### config.mk
export PLATFORM = sky130hd
export DESIGN_NAME = qlu_ctrl
export DESIGN_NICKNAME = d
export VERILOG_FILES = /design/src/rtl/qlu_pkg.sv /design/src/rtl/qlu_ctrl.sv
export SDC_FILE = /design/constraint.sdc
export NUM_CORES = 1
export LEC_CHECK = 0
export BUFFER_PORTS_ARGS = -buffer_cell sky130_fd_sc_hd__buf_2
export CORE_AREA = 3 3 40 42
export CTS_BUF_LIST = sky130_fd_sc_hd__clkbuf_16
export DETAILED_ROUTE_END_ITERATION = 8
export DIE_AREA = 0 0 43 45
export HOLD_SLACK_MARGIN = 0.12
export PLACE_DENSITY_LB_ADDON = 0.05
export SYNTH_ARGS = -nofsm -noshare
export SYNTH_HDL_FRONTEND = slang
export SYNTH_SLANG_ARGS = --single-unit
### constraint.sdc
create_clock -name aclk -period 1.7 [get_ports aclk]
set_clock_uncertainty 0.05 [all_clocks]
set_input_delay 0.255 -clock aclk [delete_from_list [all_inputs] [get_ports aclk]]
set_output_delay 0.255 -clock aclk [all_outputs]
set_load 0.03 [all_outputs]
### src/rtl/qlu_pkg.sv
// Shared constants, field layout, command/status structs and helpers for the
// tabular Q-learning update block. No dependencies.
package qlu_pkg;

    localparam int QLU_NUM_STATES  = 64;
    localparam int QLU_NUM_ACTIONS = 4;

    localparam int QLU_Q_W   = 32;
    localparam int QLU_REG_W = 17;
    localparam logic [QLU_REG_W-1:0] QLU_ONE_Q16 = 17'd65536;

    localparam logic [QLU_REG_W-1:0] QLU_LEARN_RATE_RST   = 17'd6554;
    localparam logic [QLU_REG_W-1:0] QLU_DISCOUNT_RST     = 17'd58982;
    localparam logic [QLU_REG_W-1:0] QLU_EXPLORE_RATE_RST = 17'd6554;

    localparam int QLU_CFG_IDX_W = 2;
    localparam logic [QLU_CFG_IDX_W-1:0] QLU_CFG_LEARN_RATE   = 2'd0;
    localparam logic [QLU_CFG_IDX_W-1:0] QLU_CFG_DISCOUNT     = 2'd1;
    localparam logic [QLU_CFG_IDX_W-1:0] QLU_CFG_EXPLORE_RATE = 2'd2;

    localparam int QLU_STATE_IN_W  = 6;
    localparam int QLU_ACTION_IN_W = 2;
    localparam int QLU_RAND_W      = 16;
    localparam int QLU_STATE_CODES  = 1 << QLU_STATE_IN_W;
    localparam int QLU_ACTION_CODES = 1 << QLU_ACTION_IN_W;

    localparam int QLU_S_TDATA_W = 64;
    localparam int QLU_M_TDATA_W = 40;
    localparam int QLU_M_PAD_W   = QLU_M_TDATA_W - QLU_Q_W - QLU_ACTION_IN_W;

    typedef struct packed {
        logic clear;
        logic latch;
        logic scan_rd;
        logic rd_cur;
        logic cap_cur;
        logic calc_tgt;
        logic mul_step;
        logic wr_q;
        logic load_out;
    } qlu_cmd_t;

    typedef struct packed {
        logic clear_last;
        logic scan_last;
        logic item_learn;
        logic item_explore;
    } qlu_status_t;

    function automatic logic [QLU_REG_W-1:0] clamp_one(input logic [QLU_REG_W-1:0] v);
        return (v > QLU_ONE_Q16) ? QLU_ONE_Q16 : v;
    endfunction

endpackage

### src/rtl/qlu_ctrl.sv
// Sequencer for the Q-learning block: clearing pass, row scans, TD update
// steps and output handoff. Depends on qlu_pkg.
module qlu_ctrl import qlu_pkg::*; (
    input  logic        aclk,
    input  logic        aresetn,
    input  logic        s_tvalid,
    output logic        s_tready,
    output logic        m_tvalid,
    input  logic        m_tready,
    output qlu_cmd_t    cmd,
    input  qlu_status_t status
);

    localparam logic [3:0] ST_CLEAR   = 4'd0;
    localparam logic [3:0] ST_IDLE    = 4'd1;
    localparam logic [3:0] ST_DECIDE  = 4'd2;
    localparam logic [3:0] ST_SCAN1   = 4'd3;
    localparam logic [3:0] ST_RDCUR   = 4'd4;
    localparam logic [3:0] ST_CAPCUR  = 4'd5;
    localparam logic [3:0] ST_TGT     = 4'd6;
    localparam logic [3:0] ST_MUL     = 4'd7;
    localparam logic [3:0] ST_WRQ     = 4'd8;
    localparam logic [3:0] ST_SCAN2   = 4'd9;
    localparam logic [3:0] ST_SCANEND = 4'd10;
    localparam logic [3:0] ST_DONE    = 4'd11;

    logic [3:0] state_reg, state_next;
    logic       m_valid_reg, m_valid_next;
    logic       out_free;

    assign out_free = !m_valid_reg || m_tready;
    assign s_tready = (state_reg == ST_IDLE);
    assign m_tvalid = m_valid_reg;

    always_comb begin
        state_next = state_reg;
        cmd        = '0;
        unique case (state_reg)
            ST_CLEAR: begin
                cmd.clear = 1'b1;
                if (status.clear_last) state_next = ST_IDLE;
            end
            ST_IDLE: begin
                if (s_tvalid) begin
                    cmd.latch  = 1'b1;
                    state_next = ST_DECIDE;
                end
            end
            ST_DECIDE: begin
                if (status.item_learn) state_next = ST_SCAN1;
                else if (status.item_explore) state_next = ST_DONE;
                else state_next = ST_SCAN2;
            end
            ST_SCAN1: begin
                cmd.scan_rd = 1'b1;
                if (status.scan_last) state_next = ST_RDCUR;
            end
            ST_RDCUR: begin
                cmd.rd_cur = 1'b1;
                state_next = ST_CAPCUR;
            end
            ST_CAPCUR: begin
                cmd.cap_cur = 1'b1;
                state_next  = ST_TGT;
            end
            ST_TGT: begin
                cmd.calc_tgt = 1'b1;
                state_next   = ST_MUL;
            end
            ST_MUL: begin
                cmd.mul_step = 1'b1;
                state_next   = ST_WRQ;
            end
            ST_WRQ: begin
                cmd.wr_q   = 1'b1;
                state_next = status.item_explore ? ST_DONE : ST_SCAN2;
            end
            ST_SCAN2: begin
                cmd.scan_rd = 1'b1;
                if (status.scan_last) state_next = ST_SCANEND;
            end
            ST_SCANEND: begin
                state_next = ST_DONE;
            end
            ST_DONE: begin
                if (out_free) begin
                    cmd.load_out = 1'b1;
                    state_next   = ST_IDLE;
                end
            end
            default: begin
                state_next = ST_IDLE;
            end
        endcase
    end

    always_comb begin
        if (cmd.load_out) m_valid_next = 1'b1;
        else if (m_tready) m_valid_next = 1'b0;
        else m_valid_next = m_valid_reg;
    end

    always_ff @(posedge aclk) begin
        if (!aresetn) begin
            state_reg   <= ST_CLEAR;
            m_valid_reg <= 1'b0;
        end else begin
            state_reg   <= state_next;
            m_valid_reg <= m_valid_next;
        end
    end

endmodule

==> impl_metrics.env, run 1 <==
export IMPL_fmax_mhz=613.1
export IMPL_routedWlPerCell_um=11.94
export IMPL_placementRows=13
export IMPL_setup_slack_ns=0.06896
export IMPL_dr_pass1_iters=3
export IMPL_num_vias=496
export IMPL_core_area_um2=1285
export IMPL_synthArstFlopShare=0
export IMPL_grt_use_total=0.1381
export IMPL_syn_nets=68
export IMPL_cts_tree="yes"
export IMPL_p_seq_frac=0.173
export IMPL_swShare=0.4023
export IMPL_post_place_ws_ns=0.2114
export IMPL_ctsHoldBuffers=0
export IMPL_syn_inst=60
export IMPL_grt_pass1_wl_um=1959
export IMPL_period_minus_slack_ns=1.631
export IMPL_cts_sinks=5
export IMPL_drive_gt1_frac=0.4250
export IMPL_rsz0062_at_grt="no"
export IMPL_cp_max_fo=5
export IMPL_synth_cell_type_count=32
export IMPL_maxCapViolCount=0
export IMPL_io_buffers=18
export IMPL_cp_data_required_time_ns=1.39
export IMPL_finalSetupViolations=0
export IMPL_maxSlewViolCount=0
export IMPL_intPower_mw=0.7403
export IMPL_seq_area_frac_synth=0.2151
export IMPL_ys_seq_elements=5
export IMPL_fin_nets=89
export IMPL_gr_total_overflow=0
export IMPL_syn_area_um2=465.4
export IMPL_cts_htree_levels=1
export IMPL_start_util=0.3622
export IMPL_status="finished clean"
export IMPL_cts_buffer_depth=2
export IMPL_diodes=0
export IMPL_p_leak_nw=0.3099
export IMPL_end_kind="primary output"
export IMPL_grt_max_degree=19
export IMPL_drc=0
export IMPL_chipWidth_um=43
export IMPL_clkPwrFrac=0.306
export IMPL_wl_um=1134
export IMPL_antenna_left=0
export IMPL_multiInputGateArea_um2=322.8
export IMPL_switchingPower_mw=0.4983
export IMPL_cts_root_buf="clkbuf_16"
export IMPL_synth_edf_count=0
export IMPL_cts_buffers=3
export IMPL_p_comb_frac=0.521
export IMPL_final_util=0.5200
export IMPL_ff_latch_area_um2=102.6
export IMPL_worst_pin_slew_ns=0.3155
export IMPL_irDropWorstVdd_uv=744.3
export IMPL_antenna_found_initial=0
export IMPL_holdCritPathClass="input pin to flop"
export IMPL_area_delta_synth_final_pct=43.55
export IMPL_viasPerCell=5.221
export IMPL_hold_violations=0
export IMPL_dieArea_um2=1935
export IMPL_syn_area_per_cell_um2=7.757
export IMPL_slew_headroom=0.7874
export IMPL_grt_pass1_vias=456
export IMPL_cp_start_kind="flop"
export IMPL_fill_cells=129
export IMPL_dr_first_iter_drc_count=4
export IMPL_crit_type="flop to primary output"
export IMPL_largest_reg_flops=4
export IMPL_die_h_um=45
export IMPL_cts_clk_slew_worst_paths_ns=0.03
export IMPL_yosys_warnings=0
export IMPL_power_density_nw_per_um2=1854
export IMPL_clock_latency_ns=0.23
export IMPL_io_pins=19
export IMPL_hpwl_um=826
export IMPL_yosys_most_used_dff="dfxtp_1"
export IMPL_fin_crit_sh=0.9594
export IMPL_crit_arrival_ns=1.33
export IMPL_routabilityCongestion=0.6833
## cells by family after synthesis
logic type / Yosys count / share of synthesized area
xor gates and xnor gates: 1 / 0.01882
DFF: 5 / 0.2151
and+or+nand+nor: 25 / 0.3253
AOI/OAI and AO/OA: 17 / 0.2635
muxes: 2 / 0.04570
buffers and inverters: 10 / 0.1317
## per-stage QoR
stage / cell area (um^2) / total power [mW] / hold WS, ns / TNS (ns) / cells
4_1_cts: 645.6 / 1.204 / 0.2740 / 0 / 94
3_5_place_dp: 565.5 / 0.8151 / 0.4462 / 0 / 90
6_report: 668.1 / 1.239 / 0.2616 / 0 / 95
5_1_grt: 668.1 / 1.332 / 0.2856 / 0 / 95
3_3_place_gp: 565.5 / 0.8199 / 0.4479 / 0 / 90
2_1_floorplan: 476.7 / 0.7144 / 0.3160 / -0.006661 / 60
## repair_timing
action,CTS,global route
resized for setup,1,5
setup endpoints to repair,1,1
pin swaps,0,1
buffers inserted,0,1
cloned,0,0
## cell usage in the layout (no fill, tap or decap), types with 3 or more instances in the layout
master / Yosys / layout
clkbuf_16: 0 / 3
nor2_1: 3 / 3
inv_1: 3 / 4
dfxtp_1: 5 / 3
nand2b_1: 4 / 3
buf_4: 1 / 5
buf_2: 4 / 17
nor3_1: 4 / 3
o21ai_0: 4 / 4
nand2_1: 3 / 3
## area by class of cell
| class | instances | share of cell area |
|---|---|---|
| flip-flops and latches | 5 | 0.1536 |
| well taps | 15 | 0.02809 |
| repair buffers | 23 | 0.2004 |
| inverters | 3 | 0.01685 |
| clock inverters | 1 | 0.005618 |
| clock buffers | 3 | 0.1124 |
| multi-input cells | 45 | 0.4831 |
## per-layer routing
layer  vias to the layer above  GRT usage  wire (um)
li1                        261          -          -
met1                       220     0.1659        515
met2                        11     0.2096        525
met3                         4    0.04781         64
met4                         0    0.09036         29
met5                         -          0          0
## power groups by stage
stage          clock network (mW)  logic, mW  registers [mW]
2_1_floorplan                   0      0.540           0.174
3_3_place_gp                    0      0.610           0.210
3_5_place_dp                    0      0.607           0.208
4_1_cts                     0.384      0.610           0.210
5_1_grt                     0.400      0.706           0.227
6_report                    0.379      0.645           0.215
## worst paths after layout
kind,start,to,slack (ns),cells past startpoint
max,state_reg[2]$_SDFFE_PN0P_,cmd[8],0.07,3
min,aresetn,state_reg[0]$_SDFFE_PN0P_,0.26,3
max reg2reg,state_reg[1]$_SDFFE_PN0P_,state_reg[3]$_SDFFE_PN0P_,0.33,4
min reg2reg,state_reg[0]$_SDFFE_PN0P_,state_reg[0]$_SDFFE_PN0P_,0.42,1
## cells in the mapped netlist (all sizes together), types with 2 or more instances
library cell,number,area (um^2)
a21oi,2,10.01
a31oi,2,12.51
and3b,2,17.52
nand2b,4,25.02
nor4,2,12.51
o221ai,2,17.52
nor2,3,11.26
inv,3,11.26
o21ai,5,28.78
buf,7,50.05
nand2,3,11.26
dfxtp,5,100.1
nor3,4,20.02
## critical path, stage by stage (launching register included)
cell	delay, ns
dfxtp_1	0.33
or4_4	0.53
inv_1	0.06
buf_2	0.18
(Power assumes the default switching activity.)
==> run 2: changes to the inputs <==
--- a/config.mk
+++ b/config.mk
@@ -5,7 +5,7 @@
 export SDC_FILE = /design/constraint.sdc
 export NUM_CORES = 1
 export LEC_CHECK = 0
-export BUFFER_PORTS_ARGS = -buffer_cell sky130_fd_sc_hd__buf_2
+export BUFFER_PORTS_ARGS = -buffer_cell sky130_fd_sc_hd__clkbuf_2
 export CORE_AREA = 3 3 40 42
 export CTS_BUF_LIST = sky130_fd_sc_hd__clkbuf_16
 export DETAILED_ROUTE_END_ITERATION = 8
==> impl_metrics.env, run 2 (same netlist as run 1, synthesis figures left out) <==
export IMPL_io_buffers=18
export IMPL_largest_reg_flops=4
export IMPL_gr_total_overflow=0
export IMPL_status="finished clean"
export IMPL_post_place_ws_ns=0.2133
export IMPL_slew_headroom=0.7986
export IMPL_fin_nets=88
export IMPL_chipWidth_um=43
export IMPL_maxSlewViolCount=0
export IMPL_swShare=0.4150
export IMPL_die_h_um=45
export IMPL_intPower_mw=0.7055
export IMPL_p_leak_nw=0.2975
export IMPL_cpPeakStageDelay_ns=0.54
export IMPL_period_minus_slack_ns=1.635
export IMPL_p_seq_frac=0.176
export IMPL_holdCritPathClass="input pin to flop"
export IMPL_irDropWorstVdd_uv=848.0
export IMPL_fin_crit_sh=0.9617
export IMPL_worst_pin_slew_ns=0.2989
export IMPL_dieArea_um2=1935
export IMPL_placementRows=13
export IMPL_crit_family="simple AND/OR/NAND/NOR gates"
export IMPL_cts_root_buf="clkbuf_16"
export IMPL_grt_pass1_vias=442
export IMPL_ctsHoldBuffers=0
export IMPL_crit_slowest_cell="or4_4"
export IMPL_switchingPower_mw=0.5004
export IMPL_finalSetupViolations=0
export IMPL_core_area_um2=1285
export IMPL_grt_max_degree=19
export IMPL_cts_sinks=5
export IMPL_antenna_left=0
export IMPL_crit_arrival_ns=1.33
export IMPL_cp_start_kind="flop"
export IMPL_num_vias=494
export IMPL_start_util=0.3622
export IMPL_hpwl_um=894.1
export IMPL_cp_max_fo=2
export IMPL_grt_pass1_wl_um=2014
export IMPL_rsz0062_at_grt="no"
export IMPL_maxCapViolCount=0
export IMPL_viasPerCell=5.255
export IMPL_cp_num_buf_inv=2
export IMPL_hold_violations=0
export IMPL_cts_clk_slew_worst_paths_ns=0.03
export IMPL_end_kind="primary output"
export IMPL_diodes=0
export IMPL_final_util=0.5024
export IMPL_wl_um=1178
export IMPL_cts_tree="yes"
export IMPL_cp_data_required_time_ns=1.39
export IMPL_holdWs_ns=0.2626
export IMPL_antenna_found_initial=0
export IMPL_setup_slack_ns=0.06513
export IMPL_clock_latency_ns=0.23
export IMPL_io_pins=19
export IMPL_dr_first_iter_drc_count=6
export IMPL_fmax_mhz=611.7
export IMPL_grt_use_total=0.1413
export IMPL_area_delta_synth_final_pct=38.71
export IMPL_crit_type="flop to primary output"
export IMPL_routabilityCongestion=0.6897
export IMPL_routedWlPerCell_um=12.53
export IMPL_path_cells="or4_4, inv_1, clkbuf_2"
export IMPL_clkPwrFrac=0.317
export IMPL_drc=0
export IMPL_drive_gt1_frac=0.3924
export IMPL_cts_buffers=3
export IMPL_cts_buffer_depth=2
export IMPL_cts_htree_levels=1
export IMPL_power_density_nw_per_um2=1868
export IMPL_p_comb_frac=0.507
export IMPL_dr_pass1_iters=3
export IMPL_final_common_cell="clkbuf_2"
## run 2: changes by cell type in the layout (fill, tap and decap cells not counted)
| cell | change |
|---|---|
| nand2b_1 | +1 |
| buf_2 | -17 |
| nand2b_4 | -1 |
| clkbuf_2 | +18 |
| buf_6 | -1 |
| dfxtp_1 | +1 |
| dfxtp_2 | -1 |
| buf_4 | -1 |
## run 2: through the flow
step / instance area, um^2 / instances / TNS, ns / total power, mW
2_1_floorplan: 476.7 / 60 / -0.006661 / 0.7144
3_3_place_gp: 565.5 / 90 / 0 / 0.8225
3_5_place_dp: 565.5 / 90 / 0 / 0.8254
4_1_cts: 645.6 / 94 / 0 / 1.215
5_1_grt: 645.6 / 94 / 0 / 1.299
6_report: 645.6 / 94 / 0 / 1.206
## run 2: path summary, 6_finish.rpt
path	end	slack [ns]	start	cells past startpoint
setup reg to reg	state_reg[3]$_SDFFE_PN0P_	0.31	state_reg[1]$_SDFFE_PN0P_	4
hold / removal	state_reg[0]$_SDFFE_PN0P_	0.26	status[3]	3
setup / recovery	cmd[8]	0.07	state_reg[1]$_SDFFE_PN0P_	3
hold reg to reg	state_reg[0]$_SDFFE_PN0P_	0.45	state_reg[0]$_SDFFE_PN0P_	1
## run 2: what timing repair did
item	CTS	global route
setup buffers	0	0
setup endpoints to repair	2	0
gates resized for setup	1	0
## run 2: worst register-to-register path, delay by kind of cell (launching register included)
family | cells | cell delay, ns
AO/OA/AOI/OAI | 2 | 0.30
buffers and inverters | 1 | 0.23
flip-flops | 1 | 0.33
multiplexers | 1 | 0.36
## run 2: per-layer routing
layer | GRT usage | share of wire
met2 | 0.2006 | 0.45
met5 | 0 | 0
met1 | 0.1871 | 0.49
met4 | 0.05422 | 0
met3 | 0.06375 | 0.064
## run 2: power by group through the flow
stage          logic (mW)  clock network (mW)  registers, mW
3_5_place_dp        0.614                   0          0.211
6_report            0.611               0.382          0.212
3_3_place_gp        0.611                   0          0.212
5_1_grt             0.673               0.405          0.221
4_1_cts             0.616               0.388          0.212
2_1_floorplan       0.540                   0          0.174
## run 2: area by class of cell
class	count	area [um^2]
timing repair buffer	22	120.1
tap	15	18.77
multi-input combinational	45	315.3
clock inverter	1	3.754
inverter	3	11.26
sequential	5	101.3
fill	141	639.4
clock buffer	3	75.07
